<file path="src/hw/rtl/smpc_pkg.sv">
package smpc_pkg;

  // Sizing of the reading accumulator.
  localparam int SAMPLES_PER_READING = 10;
  localparam int ADC_BITS            = 10;

  // Field widths.
  localparam int RAW_W   = 10;
  localparam int PCT_W   = 7;
  localparam int TEMP_W  = 8;
  localparam int SUM_W   = 14;
  localparam int CNT_W   = 4;
  localparam int CFG_W   = 10;
  localparam int CFG_A_W = 3;

  // Shared divider: the numerator covers |100 * (avg - wet_raw)|, the
  // denominator covers |dry_raw - wet_raw|.
  localparam int DIV_NUM_W = 17;
  localparam int DIV_DEN_W = 10;
  localparam int DIV_CNT_W = 5;

  // Configuration register indexes.
  localparam logic [CFG_A_W-1:0] REG_WET_RAW   = 3'd0;
  localparam logic [CFG_A_W-1:0] REG_DRY_RAW   = 3'd1;
  localparam logic [CFG_A_W-1:0] REG_READ_MIN  = 3'd2;
  localparam logic [CFG_A_W-1:0] REG_READ_MAX  = 3'd3;
  localparam logic [CFG_A_W-1:0] REG_TEMP_THR  = 3'd4;
  localparam logic [CFG_A_W-1:0] REG_HUMID_THR = 3'd5;
  localparam logic [CFG_A_W-1:0] REG_SAT_LEVEL = 3'd6;
  localparam logic [CFG_A_W-1:0] REG_DRY_LEVEL = 3'd7;

  // Reset values.
  localparam logic [RAW_W-1:0]         RST_WET_RAW    = 10'd256;
  localparam logic [RAW_W-1:0]         RST_DRY_RAW    = 10'd535;
  localparam logic [RAW_W-1:0]         RST_READ_MIN   = 10'd252;
  localparam logic [RAW_W-1:0]         RST_READ_MAX   = 10'd532;
  localparam logic signed [TEMP_W-1:0] RST_TEMP_THR   = 8'sd30;
  localparam logic [PCT_W-1:0]         RST_HUMID_THR  = 7'd60;
  localparam logic [PCT_W-1:0]         RST_SAT_LEVEL  = 7'd60;
  localparam logic [PCT_W-1:0]         RST_DRY_LEVEL  = 7'd40;
  localparam logic [PCT_W-1:0]         RST_LAST_VALID = 7'd45;
  localparam logic [PCT_W-1:0]         PCT_FULL       = 7'd100;

  // Request to the shared divider.
  typedef struct packed {
    logic                 start;
    logic [DIV_NUM_W-1:0] dividend;
    logic [DIV_DEN_W-1:0] divisor;
  } smpc_div_req_t;

endpackage

</file>
<file path="src/hw/rtl/soil_moisture_pump_controller_core.sv">
// Soil moisture pump controller.
// Input channel (in_valid / in_ready): one item per sample command or manual
// pump command. Result channel (out_valid / out_ready): exactly one result item
// per input item, carrying pump state, mode, moisture and reading flags.
// Configuration channel (cfg_valid / cfg_ready, always ready): cfg_index selects
// one of eight calibration and threshold registers; write only while idle.
// From input accept to out_valid, a manual command or a sample that does not
// end a reading passes the update and emit states; a reading that falls back
// to the last valid moisture also passes the control state; a reading with
// equal calibration points also waits for the average division, and a mapped
// reading for both. The two 17-step bit-serial divisions (average, then
// calibration scale) share one restoring divider, one bit per cycle.
// One item is in flight at a time; the next item can be accepted in the cycle
// after the result is loaded into the output register, even if that result
// still waits for out_ready. If the output register is still full when a new
// result is ready, the block holds that result and stops accepting until it
// drains.
// Reset (rst_n low at a clock edge) restores the default calibration, clears
// the sample accumulators, sets moisture to 0 with 45 as the fallback value,
// and puts the pump off in auto mode.
module soil_moisture_pump_controller_core (
  input  logic                                   clk,
  input  logic                                   rst_n,
  // Input items.
  input  logic                                   in_valid,
  output logic                                   in_ready,
  input  logic                                   in_command,
  input  logic [smpc_pkg::RAW_W-1:0]             in_raw_sample,
  input  logic signed [smpc_pkg::TEMP_W-1:0]     in_temperature,
  input  logic [smpc_pkg::PCT_W-1:0]             in_humidity,
  input  logic                                   in_manual_on,
  // Result items.
  output logic                                   out_valid,
  input  logic                                   out_ready,
  output logic                                   out_pump_on,
  output logic                                   out_manual_mode,
  output logic [smpc_pkg::PCT_W-1:0]             out_moisture_pct,
  output logic                                   out_reading_done,
  output logic                                   out_used_fallback,
  // Configuration writes.
  input  logic                                   cfg_valid,
  output logic                                   cfg_ready,
  input  logic [smpc_pkg::CFG_A_W-1:0]           cfg_index,
  input  logic [smpc_pkg::CFG_W-1:0]             cfg_data
);

  localparam logic [2:0] S_IDLE = 3'd0;
  localparam logic [2:0] S_UPD  = 3'd1;
  localparam logic [2:0] S_AVG  = 3'd2;
  localparam logic [2:0] S_MUL  = 3'd3;
  localparam logic [2:0] S_MDIV = 3'd4;
  localparam logic [2:0] S_MAP  = 3'd5;
  localparam logic [2:0] S_CTRL = 3'd6;
  localparam logic [2:0] S_EMIT = 3'd7;

  localparam logic [smpc_pkg::RAW_W-1:0] ADC_MASK =
    smpc_pkg::RAW_W'((1 << smpc_pkg::ADC_BITS) - 1);

  // Configuration registers.
  logic [smpc_pkg::RAW_W-1:0]           wet_raw_r;
  logic [smpc_pkg::RAW_W-1:0]           dry_raw_r;
  logic [smpc_pkg::RAW_W-1:0]           read_min_r;
  logic [smpc_pkg::RAW_W-1:0]           read_max_r;
  logic signed [smpc_pkg::TEMP_W-1:0]   temp_thr_r;
  logic [smpc_pkg::PCT_W-1:0]           humid_thr_r;
  logic [smpc_pkg::PCT_W-1:0]           sat_level_r;
  logic [smpc_pkg::PCT_W-1:0]           dry_level_r;

  // Block state.
  logic [2:0]                           state_r;
  logic [smpc_pkg::CNT_W-1:0]           sample_count_r;
  logic [smpc_pkg::SUM_W-1:0]           valid_sum_r;
  logic [smpc_pkg::CNT_W-1:0]           valid_count_r;
  logic [smpc_pkg::PCT_W-1:0]           moisture_r;
  logic [smpc_pkg::PCT_W-1:0]           last_valid_r;
  logic                                 mode_manual_r;
  logic                                 pump_r;

  // Latched item and working values.
  logic                                 cmd_r;
  logic [smpc_pkg::RAW_W-1:0]           raw_r;
  logic signed [smpc_pkg::TEMP_W-1:0]   temp_r;
  logic [smpc_pkg::PCT_W-1:0]           humid_r;
  logic                                 man_on_r;
  logic                                 done_r;
  logic                                 fallback_r;
  logic signed [smpc_pkg::RAW_W:0]      x_r;
  logic signed [17:0]                   n_r;
  logic                                 neg_r;

  // Output register.
  logic                                 out_valid_r;
  logic                                 out_pump_r;
  logic                                 out_mode_r;
  logic [smpc_pkg::PCT_W-1:0]           out_pct_r;
  logic                                 out_done_r;
  logic                                 out_fb_r;

  // Combinational helpers.
  logic [smpc_pkg::RAW_W-1:0]           raw_m;
  logic                                 in_window;
  logic [smpc_pkg::SUM_W-1:0]           sum_nxt;
  logic [smpc_pkg::CNT_W-1:0]           vcnt_nxt;
  logic [smpc_pkg::CNT_W-1:0]           scnt_nxt;
  logic                                 reading_end;
  logic signed [smpc_pkg::RAW_W:0]      span;
  logic signed [smpc_pkg::RAW_W:0]      x_nxt;
  logic signed [17:0]                   prod;
  logic signed [18:0]                   q_signed;
  logic signed [18:0]                   m_signed;
  logic [smpc_pkg::PCT_W-1:0]           m_clamped;
  logic                                 out_load;
  logic                                 auto_run;

  smpc_pkg::smpc_div_req_t              div_req;
  logic                                 div_done;
  logic [smpc_pkg::DIV_NUM_W-1:0]       div_quo;

  smpc_div u_div (
    .clk      (clk),
    .rst_n    (rst_n),
    .req      (div_req),
    .done     (div_done),
    .quotient (div_quo)
  );

  // Sample accumulation for the latched item.
  always_comb begin
    raw_m       = raw_r & ADC_MASK;
    in_window   = (raw_m >= read_min_r) && (raw_m <= read_max_r);
    sum_nxt     = in_window ? valid_sum_r + smpc_pkg::SUM_W'(raw_m) : valid_sum_r;
    vcnt_nxt    = in_window ? valid_count_r + 1'b1 : valid_count_r;
    scnt_nxt    = sample_count_r + 1'b1;
    reading_end = scnt_nxt >= smpc_pkg::CNT_W'(smpc_pkg::SAMPLES_PER_READING);
  end

  // Calibration arithmetic: x = avg - wet_raw, n = -100 * x, d = dry_raw - wet_raw.
  always_comb begin
    span  = $signed({1'b0, dry_raw_r}) - $signed({1'b0, wet_raw_r});
    x_nxt = $signed({1'b0, div_quo[smpc_pkg::RAW_W-1:0]}) - $signed({1'b0, wet_raw_r});
    prod  = 18'(x_r) * 18'sd100;
  end

  // Signed truncating quotient, offset and clamp to 0..100.
  always_comb begin
    q_signed = neg_r ? 19'sd0 - $signed({2'b00, div_quo}) : $signed({2'b00, div_quo});
    m_signed = 19'sd100 + q_signed;
    if (m_signed < 19'sd0) begin
      m_clamped = '0;
    end else if (m_signed > 19'sd100) begin
      m_clamped = smpc_pkg::PCT_FULL;
    end else begin
      m_clamped = m_signed[smpc_pkg::PCT_W-1:0];
    end
  end

  // Divider requests: the average at the end of a reading, then the scale.
  always_comb begin
    div_req = '0;
    if (state_r == S_UPD && !cmd_r && reading_end && vcnt_nxt != '0) begin
      div_req.start    = 1'b1;
      div_req.dividend = smpc_pkg::DIV_NUM_W'(sum_nxt);
      div_req.divisor  = smpc_pkg::DIV_DEN_W'(vcnt_nxt);
    end else if (state_r == S_MDIV && span != '0) begin
      div_req.start    = 1'b1;
      div_req.dividend = n_r[17] ? smpc_pkg::DIV_NUM_W'(18'sd0 - n_r)
                                 : n_r[smpc_pkg::DIV_NUM_W-1:0];
      div_req.divisor  = span[smpc_pkg::RAW_W] ? smpc_pkg::DIV_DEN_W'(11'sd0 - span)
                                               : span[smpc_pkg::DIV_DEN_W-1:0];
    end
  end

  // Auto pump decision from the fresh moisture and the item's weather.
  assign auto_run = (moisture_r < dry_level_r) && (temp_r > temp_thr_r) &&
                    (humid_r < humid_thr_r);

  assign out_load = (state_r == S_EMIT) && (!out_valid_r || out_ready);

  // Configuration writes.
  always_ff @(posedge clk) begin
    if (!rst_n) begin
      wet_raw_r   <= smpc_pkg::RST_WET_RAW;
      dry_raw_r   <= smpc_pkg::RST_DRY_RAW;
      read_min_r  <= smpc_pkg::RST_READ_MIN;
      read_max_r  <= smpc_pkg::RST_READ_MAX;
      temp_thr_r  <= smpc_pkg::RST_TEMP_THR;
      humid_thr_r <= smpc_pkg::RST_HUMID_THR;
      sat_level_r <= smpc_pkg::RST_SAT_LEVEL;
      dry_level_r <= smpc_pkg::RST_DRY_LEVEL;
    end else if (cfg_valid && cfg_ready) begin
      unique case (cfg_index)
        smpc_pkg::REG_WET_RAW:   wet_raw_r   <= cfg_data[smpc_pkg::RAW_W-1:0];
        smpc_pkg::REG_DRY_RAW:   dry_raw_r   <= cfg_data[smpc_pkg::RAW_W-1:0];
        smpc_pkg::REG_READ_MIN:  read_min_r  <= cfg_data[smpc_pkg::RAW_W-1:0];
        smpc_pkg::REG_READ_MAX:  read_max_r  <= cfg_data[smpc_pkg::RAW_W-1:0];
        smpc_pkg::REG_TEMP_THR:  temp_thr_r  <= $signed(cfg_data[smpc_pkg::TEMP_W-1:0]);
        smpc_pkg::REG_HUMID_THR: humid_thr_r <= cfg_data[smpc_pkg::PCT_W-1:0];
        smpc_pkg::REG_SAT_LEVEL: sat_level_r <= cfg_data[smpc_pkg::PCT_W-1:0];
        smpc_pkg::REG_DRY_LEVEL: dry_level_r <= cfg_data[smpc_pkg::PCT_W-1:0];
        default: ;
      endcase
    end
  end

  // Item sequencer and block state.
  always_ff @(posedge clk) begin
    if (!rst_n) begin
      state_r        <= S_IDLE;
      sample_count_r <= '0;
      valid_sum_r    <= '0;
      valid_count_r  <= '0;
      moisture_r     <= '0;
      last_valid_r   <= smpc_pkg::RST_LAST_VALID;
      mode_manual_r  <= 1'b0;
      pump_r         <= 1'b0;
    end else begin
      unique case (state_r)
        S_IDLE: begin
          if (in_valid) begin
            state_r <= S_UPD;
          end
        end
        S_UPD: begin
          if (cmd_r) begin
            mode_manual_r <= 1'b1;
            pump_r        <= man_on_r;
            state_r       <= S_EMIT;
          end else if (!reading_end) begin
            sample_count_r <= scnt_nxt;
            valid_sum_r    <= sum_nxt;
            valid_count_r  <= vcnt_nxt;
            state_r        <= S_EMIT;
          end else begin
            sample_count_r <= '0;
            valid_sum_r    <= '0;
            valid_count_r  <= '0;
            if (vcnt_nxt != '0) begin
              state_r <= S_AVG;
            end else begin
              moisture_r <= last_valid_r;
              state_r    <= S_CTRL;
            end
          end
        end
        S_AVG: begin
          if (div_done) begin
            state_r <= S_MUL;
          end
        end
        S_MUL: begin
          state_r <= S_MDIV;
        end
        S_MDIV: begin
          if (span == '0) begin
            // Equal calibration points: full at or below wet_raw, else dry.
            moisture_r   <= (x_r <= 0) ? smpc_pkg::PCT_FULL : '0;
            last_valid_r <= (x_r <= 0) ? smpc_pkg::PCT_FULL : '0;
            state_r      <= S_CTRL;
          end else begin
            state_r <= S_MAP;
          end
        end
        S_MAP: begin
          if (div_done) begin
            moisture_r   <= m_clamped;
            last_valid_r <= m_clamped;
            state_r      <= S_CTRL;
          end
        end
        S_CTRL: begin
          if (moisture_r > sat_level_r) begin
            pump_r        <= 1'b0;
            mode_manual_r <= 1'b0;
          end else if (!mode_manual_r) begin
            pump_r <= auto_run;
          end
          state_r <= S_EMIT;
        end
        S_EMIT: begin
          if (out_load) begin
            state_r <= S_IDLE;
          end
        end
        default: state_r <= S_IDLE;
      endcase
    end
  end

  // Item capture and per-item working values.
  always_ff @(posedge clk) begin
    if (in_valid && in_ready) begin
      cmd_r      <= in_command;
      raw_r      <= in_raw_sample;
      temp_r     <= in_temperature;
      humid_r    <= in_humidity;
      man_on_r   <= in_manual_on;
      done_r     <= 1'b0;
      fallback_r <= 1'b0;
    end else if (state_r == S_UPD && !cmd_r && reading_end) begin
      done_r     <= 1'b1;
      fallback_r <= (vcnt_nxt == '0);
    end
    if (state_r == S_AVG && div_done) begin
      x_r <= x_nxt;
    end
    if (state_r == S_MUL) begin
      n_r <= 18'sd0 - prod;
    end
    if (state_r == S_MDIV) begin
      neg_r <= n_r[17] ^ span[smpc_pkg::RAW_W];
    end
  end

  // Output register.
  always_ff @(posedge clk) begin
    if (!rst_n) begin
      out_valid_r <= 1'b0;
    end else if (out_load) begin
      out_valid_r <= 1'b1;
    end else if (out_ready) begin
      out_valid_r <= 1'b0;
    end
  end

  always_ff @(posedge clk) begin
    if (out_load) begin
      out_pump_r <= pump_r;
      out_mode_r <= mode_manual_r;
      out_pct_r  <= moisture_r;
      out_done_r <= done_r;
      out_fb_r   <= fallback_r;
    end
  end

  assign in_ready          = (state_r == S_IDLE);
  assign cfg_ready         = 1'b1;
  assign out_valid         = out_valid_r;
  assign out_pump_on       = out_pump_r;
  assign out_manual_mode   = out_mode_r;
  assign out_moisture_pct  = out_pct_r;
  assign out_reading_done  = out_done_r;
  assign out_used_fallback = out_fb_r;

endmodule

</file>
<file path="src/hw/rtl/smpc_div.sv">
module smpc_div (
  input  logic                                clk,
  input  logic                                rst_n,
  input  smpc_pkg::smpc_div_req_t             req,
  output logic                                done,
  output logic [smpc_pkg::DIV_NUM_W-1:0]      quotient
);

  logic                                busy_r;
  logic                                done_r;
  logic [smpc_pkg::DIV_CNT_W-1:0]      cnt_r;
  logic [smpc_pkg::DIV_DEN_W-1:0]      rem_r;
  logic [smpc_pkg::DIV_DEN_W-1:0]      den_r;
  logic [smpc_pkg::DIV_NUM_W-1:0]      quo_r;

  logic [smpc_pkg::DIV_DEN_W:0]        shifted;
  logic                                fits;
  logic [smpc_pkg::DIV_DEN_W:0]        diff;
  logic [smpc_pkg::DIV_DEN_W-1:0]      rem_nxt;

  // One restoring step: bring down the next numerator bit and try the divisor.
  always_comb begin
    shifted = {rem_r, quo_r[smpc_pkg::DIV_NUM_W-1]};
    fits    = shifted >= {1'b0, den_r};
    diff    = shifted - {1'b0, den_r};
    rem_nxt = fits ? diff[smpc_pkg::DIV_DEN_W-1:0] : shifted[smpc_pkg::DIV_DEN_W-1:0];
  end

  // Control of the iteration, one quotient bit per cycle.
  always_ff @(posedge clk) begin
    if (!rst_n) begin
      busy_r <= 1'b0;
      done_r <= 1'b0;
      cnt_r  <= '0;
    end else if (req.start) begin
      busy_r <= 1'b1;
      done_r <= 1'b0;
      cnt_r  <= smpc_pkg::DIV_CNT_W'(smpc_pkg::DIV_NUM_W);
    end else if (busy_r) begin
      cnt_r  <= cnt_r - 1'b1;
      done_r <= (cnt_r == smpc_pkg::DIV_CNT_W'(1));
      busy_r <= (cnt_r != smpc_pkg::DIV_CNT_W'(1));
    end else begin
      done_r <= 1'b0;
    end
  end

  // The numerator shifts out at the top while quotient bits enter at the bottom.
  always_ff @(posedge clk) begin
    if (req.start) begin
      rem_r <= '0;
      den_r <= req.divisor;
      quo_r <= req.dividend;
    end else if (busy_r) begin
      rem_r <= rem_nxt;
      quo_r <= {quo_r[smpc_pkg::DIV_NUM_W-2:0], fits};
    end
  end

  assign done     = done_r;
  assign quotient = quo_r;

endmodule
</file>
<file path="config.mk">
export PLATFORM = sky130hd
export DESIGN_NAME = soil_moisture_pump_controller_core
export DESIGN_NICKNAME = d
export VERILOG_FILES = /design/src/hw/rtl/smpc_pkg.sv /design/src/hw/rtl/soil_moisture_pump_controller_core.sv /design/src/hw/rtl/smpc_div.sv
export SDC_FILE = /design/constraint.sdc
export NUM_CORES = 1
export LEC_CHECK = 0
export BUFFER_PORTS_ARGS = -buffer_cell sky130_fd_sc_hd__buf_2
export CAP_MARGIN = 10
export CELL_PAD_IN_SITES_DETAIL_PLACEMENT = 1
export CELL_PAD_IN_SITES_GLOBAL_PLACEMENT = 2
export CORE_MARGIN = 2
export CORE_UTILIZATION = 43
export CTS_BUF_LIST = sky130_fd_sc_hd__clkbuf_16
export CTS_CLUSTER_DIAMETER = 40
export CTS_CLUSTER_SIZE = 12
export DETAILED_ROUTE_END_ITERATION = 16
export GPL_TIMING_DRIVEN = 1
export PLACE_DENSITY_LB_ADDON = 0.12
export SLEW_MARGIN = 25
export SYNTH_ARGS = -nofsm -noshare
export SYNTH_HDL_FRONTEND = slang
export SYNTH_HIERARCHICAL = 1
export SYNTH_SLANG_ARGS = --single-unit
</file>
<file path="constraint.sdc">
create_clock -name clk -period 11.6 [get_ports clk]
set_input_delay 1.16 -clock clk [delete_from_list [all_inputs] [get_ports clk]]
set_output_delay 1.16 -clock clk [all_outputs]
set_load 0.02 [all_outputs]
</file>
# == After elaboration in Yosys (flattened, before gate mapping) ==
# Cells that the tools add are included.
# word_totals
regBits,225
inputBits,45
output_inout_bits,14
wordCells,182
# op_classes
addsub,12
mul,1
order_cmp,11
eq_ne,27
mux,45
n_bitwise,5
n_reduce_logical,41
# op_table
operator,n
2-to-1 mux 28 bit,2
2-to-1 mux 7 bit,8
2-to-1 mux 17 bit,3
2-to-1 mux 14 bit,2
"== test 3 bit, second input constant",8
one-hot mux 3 bit (8 select lines),1
subtractor 10 x 10 -> 11 bit,2
2-to-1 mux 3 bit,7
one-hot mux 7 bit (3 select lines),1
2-to-1 mux 10 bit,2
"adder 8 x 19 -> 19 bit, first input constant",1
"> comparator 19 x 8 -> 1 bit, second input constant",1
"< comparator 19 x 1 -> 1 bit, second input constant",1
2-to-1 mux 19 bit,1
AND reduction 2 bit,9
"subtractor 1 x 17 -> 18 bit, first input constant",1
"subtractor 1 x 18 -> 18 bit, first input constant",1
"subtractor 1 x 17 -> 17 bit, first input constant",1
"multiplier 11 x 6 -> 16 bit, second input constant",1
"!= test 2 bit, second input constant",8
adder 14 x 10 -> 14 bit,1
< comparator 7 bit,2
one-hot mux 7 bit (2 select lines),1
"== test 3 x 2 -> 1 bit, second input constant",4
other kinds (38),73

# == Logic depth before layout (Yosys ltp) ==
# depth
word_depth,8
mapped_depth,18
depth_no_buf,18

# == Hierarchy ==
# The synthesis kept the hierarchy.
# by_module_without_submodules
mod,n_inst,cells_per_inst,area_per_inst_um2,seq_area_each_um2
soil_moisture_pump_controller_core,1,1432,12278.0,4244.1
smpc_div,1,194,2249.7,1151.1

# == Least setup slack after synthesis ==
# OpenSTA, ideal clock, no wires.
# synth_timing
path_type,register to register
start,register wet_raw_r[0] (netlist name)
end,"register u_div.quo_r, in the netlist u_div/quotient[0], enable pin"
setup_time_ns,0.370
arrival_time_ns,3.994
required_ns,11.230
setup_slack_ns,7.235
path_stages_with_launch,15
path_buffers,2
synth_period_minus_slack_ns,4.365
path_cell_list,dfxtp_1 -> ha_1 -> inv_1 -> fa_1 -> a211o_1 -> o21ai_0 -> xnor2_1 -> a2111o_1 -> or3_1 -> o21ai_1 -> clkbuf_1 -> nand2_1 -> clkbuf_1 -> inv_1 -> nand2_1
# synth_lines
element,line_no,source
start: declaration,soil_moisture_pump_controller_core.sv:60,logic [smpc_pkg::RAW_W-1:0] wet_raw_r;
start signal: assignment,soil_moisture_pump_controller_core.sv:182,wet_raw_r <= smpc_pkg::RST_WET_RAW;
start signal: assignment,soil_moisture_pump_controller_core.sv:192,smpc_pkg::REG_WET_RAW: wet_raw_r <= cfg_data[smpc_pkg::RAW_W-1:0];
end signal: assignment,smpc_div.sv:53,quo_r <= req.dividend;
end signal: assignment,smpc_div.sv:56,"quo_r <= {quo_r[smpc_pkg::DIV_NUM_W-2:0], fits};"
end: declaration,smpc_div.sv:14,logic [smpc_pkg::DIV_NUM_W-1:0] quo_r;

==> metrics.md <==
| Metric | Value |
|---|---|
| Met2 wire length | 19460 um |
| CTS tree | built |
| Die height | 187.8 um |
| Synth unique cells | 94 |
| Initial Util | 43.54% |
| Worst slew margin | 36.27% |
| Worst VDD drop | 112.6 uV |
| Outcome | finished clean |
| Syn Area/Cell | 8.935 sq um |
| Pre-Repair DR Iteration Count | 5 |
| Met3 wire length | 1541 um |
| CP cell instances | ha_1, a21o_1, a211oi_1, o311ai_0, o211ai_1, or3_1, a21oi_1, o21ba_2, or3_1, nand2_1, buf_4, inv_1, nand2_1 |
| Largest net degree at the start of global routing | 58 |
| P_leak | 6.768 nW |
| Cell area after synthesis | 14530 sq um |
| # diodes | 0 |
| Min-delay worst type | register to register |
| Vias in the first global route | 12233 |
| Max Used Layer | met4 |
| Sink Count | 223 |
| Most frequent cell after synthesis | nand2_1 |
| Peak Freq | 211.8 MHz |
| Async set or reset register ratio after synthesis | 0% |
| Max incr delay on CP | 0.58 ns |
| Cells after Synth | 1626 |
| Die Width | 187.8 um |
| CP Launch Type | register |
| Row cnt | 67 |
| Post-synth EDFFs | 93 |
| Final min period | 4.722 ns |
| Pwr/cell area | 190.2 nW/um^2 |
| Commonest cells in the netlist | nand2_1, inv_1, ha_1 |
| IO buf count | 57 |
| Share of layout cells above drive strength 1 | 11.60% |
| CP top delay family | simple AND/OR/NAND/NOR gates |
| 1st-iter DRT viols | 607 |
| Clock H-tree levels | 2 |
| Final Cycle Share | 40.71% |
| Initial antenna violation count | 0 |
| Via count | 11903 |
| Post-CTS Setup Repair Bufs | 0 |
| FF/Latch Area | 5395 sq um |
| CTS root buf | clkbuf_16 |
| Post-cts hold buffer count | 0 |
| Synth area leader | edfxtp_1 |
| Top cells by area, synth | edfxtp_1, dfxtp_1, ha_1, nand2_1, inv_1 |
| Endpoint class of the critical path | register |
| Power, Total | 0.003157 W |
| Vias per cell | 5.523 |
| Synth warn | 6 |
| Reg clk slew, reported paths | 0.06 ns |
| Max-cap check violation count | 0 |
| DR WL/cell | 19.48 um |
| Area growth from synthesis to layout | 14.28% |
| DRC Markers | 0 |
| Slew @ Worst Pin | 0.9524 ns |
| Wl on met1 | 20030 um |
| Crit Path Class | register to register |
| GRT Total Usage | 24.05% |
| Synth Register Bits | 223 |
| CP Data Required Time | 11.77 ns |
| Core area | 33360 sq um |
| First-pass GRT wire length | 67250 um |
| Post-synth top area share | 19.22% |
| Worst-Skew Late Latency | 0.55 ns |
| Sequential-to-total area share from yosys stat | 37.14% |
| Crit path max fanout | 39 |
| Top_reg_cell synth | dfxtp_1 |
| Slowest cell on crit path | nand2_1 |
| Placer Congestion | 0.8925 |
| Buffers & Inverters on Critical Path | 2 |
| Gr ovfl total | 0 |
| Max-slew violations | 0 |
| Final Hold Viols | 0 |
| Unrepaired setup endpoints after global routing | no |
| Die footprint | 35270 sq um |
| # setup viols final | 0 |
| Layout filler cell count | 3897 |
| Final wirelength | 41980 um |
| Multi-input gate area | 8274 sq um |
| I/O Pins | 59 |
| CTS Buf Count | 41 |
| WP data arrival | 4.90 ns |
| CTS Buffer Depth | 3 |
| NumNets Final | 1870 |
| Syn_nets | 1822 |
| Post_cts resized | 0 |
| Clock Skew | 0.01762 ns |
| Setup TNS | 0 ns |
| Post-route ant nets | 0 |
| Post-DP HPWL | 31680 um |
==> power breakdown <==
group          total (W)  internal [W]  leakage, nW  switching (W)
Sequential       0.00106      0.000940         1.92       0.000118
Clock            0.00122      0.000778        0.705       0.000446
Combinational   0.000876      0.000345         4.14       0.000531
Total            0.00316       0.00206         6.77        0.00109
==> placed cells by master (no fill, tap or decap), drive strengths merged, types with 24 or more instances in the layout <==
cell type,synthesis,final
nand2,197,197
inv,161,175
ha,138,138
dfxtp,130,130
nor2,122,122
a21oi,96,96
edfxtp,93,93
buf,9,66
o21ai,59,59
xnor2,57,57
nand3,46,46
clkbuf,52,45
xor2,40,40
o211ai,31,31
nor3,29,29
nor2b,24,24
==> registers in the layout, summed over array words and instances (netlist names), 8 cells and up <==
signal          flops
dry_raw_r          10
n_r                16
raw_m              10
read_max_r         10
read_min_r         10
temp_r              8
temp_thr_r          8
u_div/den_r        10
u_div/quotient     17
u_div/rem_r        10
valid_sum_r        14
wet_raw_r          10
x_r                11
==> logic make-up (layout without fill, tap and decap cells) <==
| family | after synthesis | after routing | synth area share [%] |
|---|---|---|---|
| other | 1 | 1 | 0.02581 |
| adder cells (fa/ha/maj) | 151 | 151 | 13.68 |
| flip-flops | 223 | 223 | 37.14 |
| AO/OA/AOI/OAI | 375 | 375 | 17.55 |
| buffers and inverters | 223 | 304 | 6.029 |
| XOR/XNOR | 97 | 97 | 5.900 |
| multiplexers | 38 | 38 | 2.790 |
| AND/OR/NAND/NOR | 518 | 518 | 16.89 |
==> final timing paths <==
check / to / slack [ns] / depth (start not counted) / startpoint
worst max-delay path: u_div/quotient[16] / 6.88 / 13 / raw_m[6]
worst min-delay path: out_used_fallback / 0.43 / 0 / fallback_r
worst max register to register: u_div/quotient[16] / 6.88 / 13 / raw_m[6]
worst min register to register: out_used_fallback / 0.43 / 0 / fallback_r
==> layer usage <==
metal,vias up,GRT usage [%]
met5,-,0
met4,0,7.056
met3,59,3.631
met2,167,39.37
met1,5800,32.91
li1,5877,-
==> final cells by class <==
class | instances | share of cell area, %
sequential | 223 | 32.50
clock inverter | 31 | 1.718
timing repair buffer | 66 | 2.125
clock buffer | 45 | 6.783
tap | 448 | 3.376
multi-input combinational | 1180 | 49.84
inverter | 162 | 3.663
==> stage by stage <==
stage / cell area [sq um] / utilization (%) / hold WS, ns / setup WS (ns) / cells
3_3_place_gp: 15180 / 45.50 / 0.4168 / 7.180 / 2079
5_1_grt: 16600 / 49.76 / 0.4424 / 6.472 / 2155
2_1_floorplan: 14530 / - / 0.4030 / 7.235 / 1626
3_5_place_dp: 15180 / 45.50 / 0.4147 / 6.889 / 2079
6_report: 16600 / 49.76 / 0.4310 / 6.878 / 2155
4_1_cts: 16590 / 49.73 / 0.4299 / 6.847 / 2155
Power figures use the tool's default switching activity.
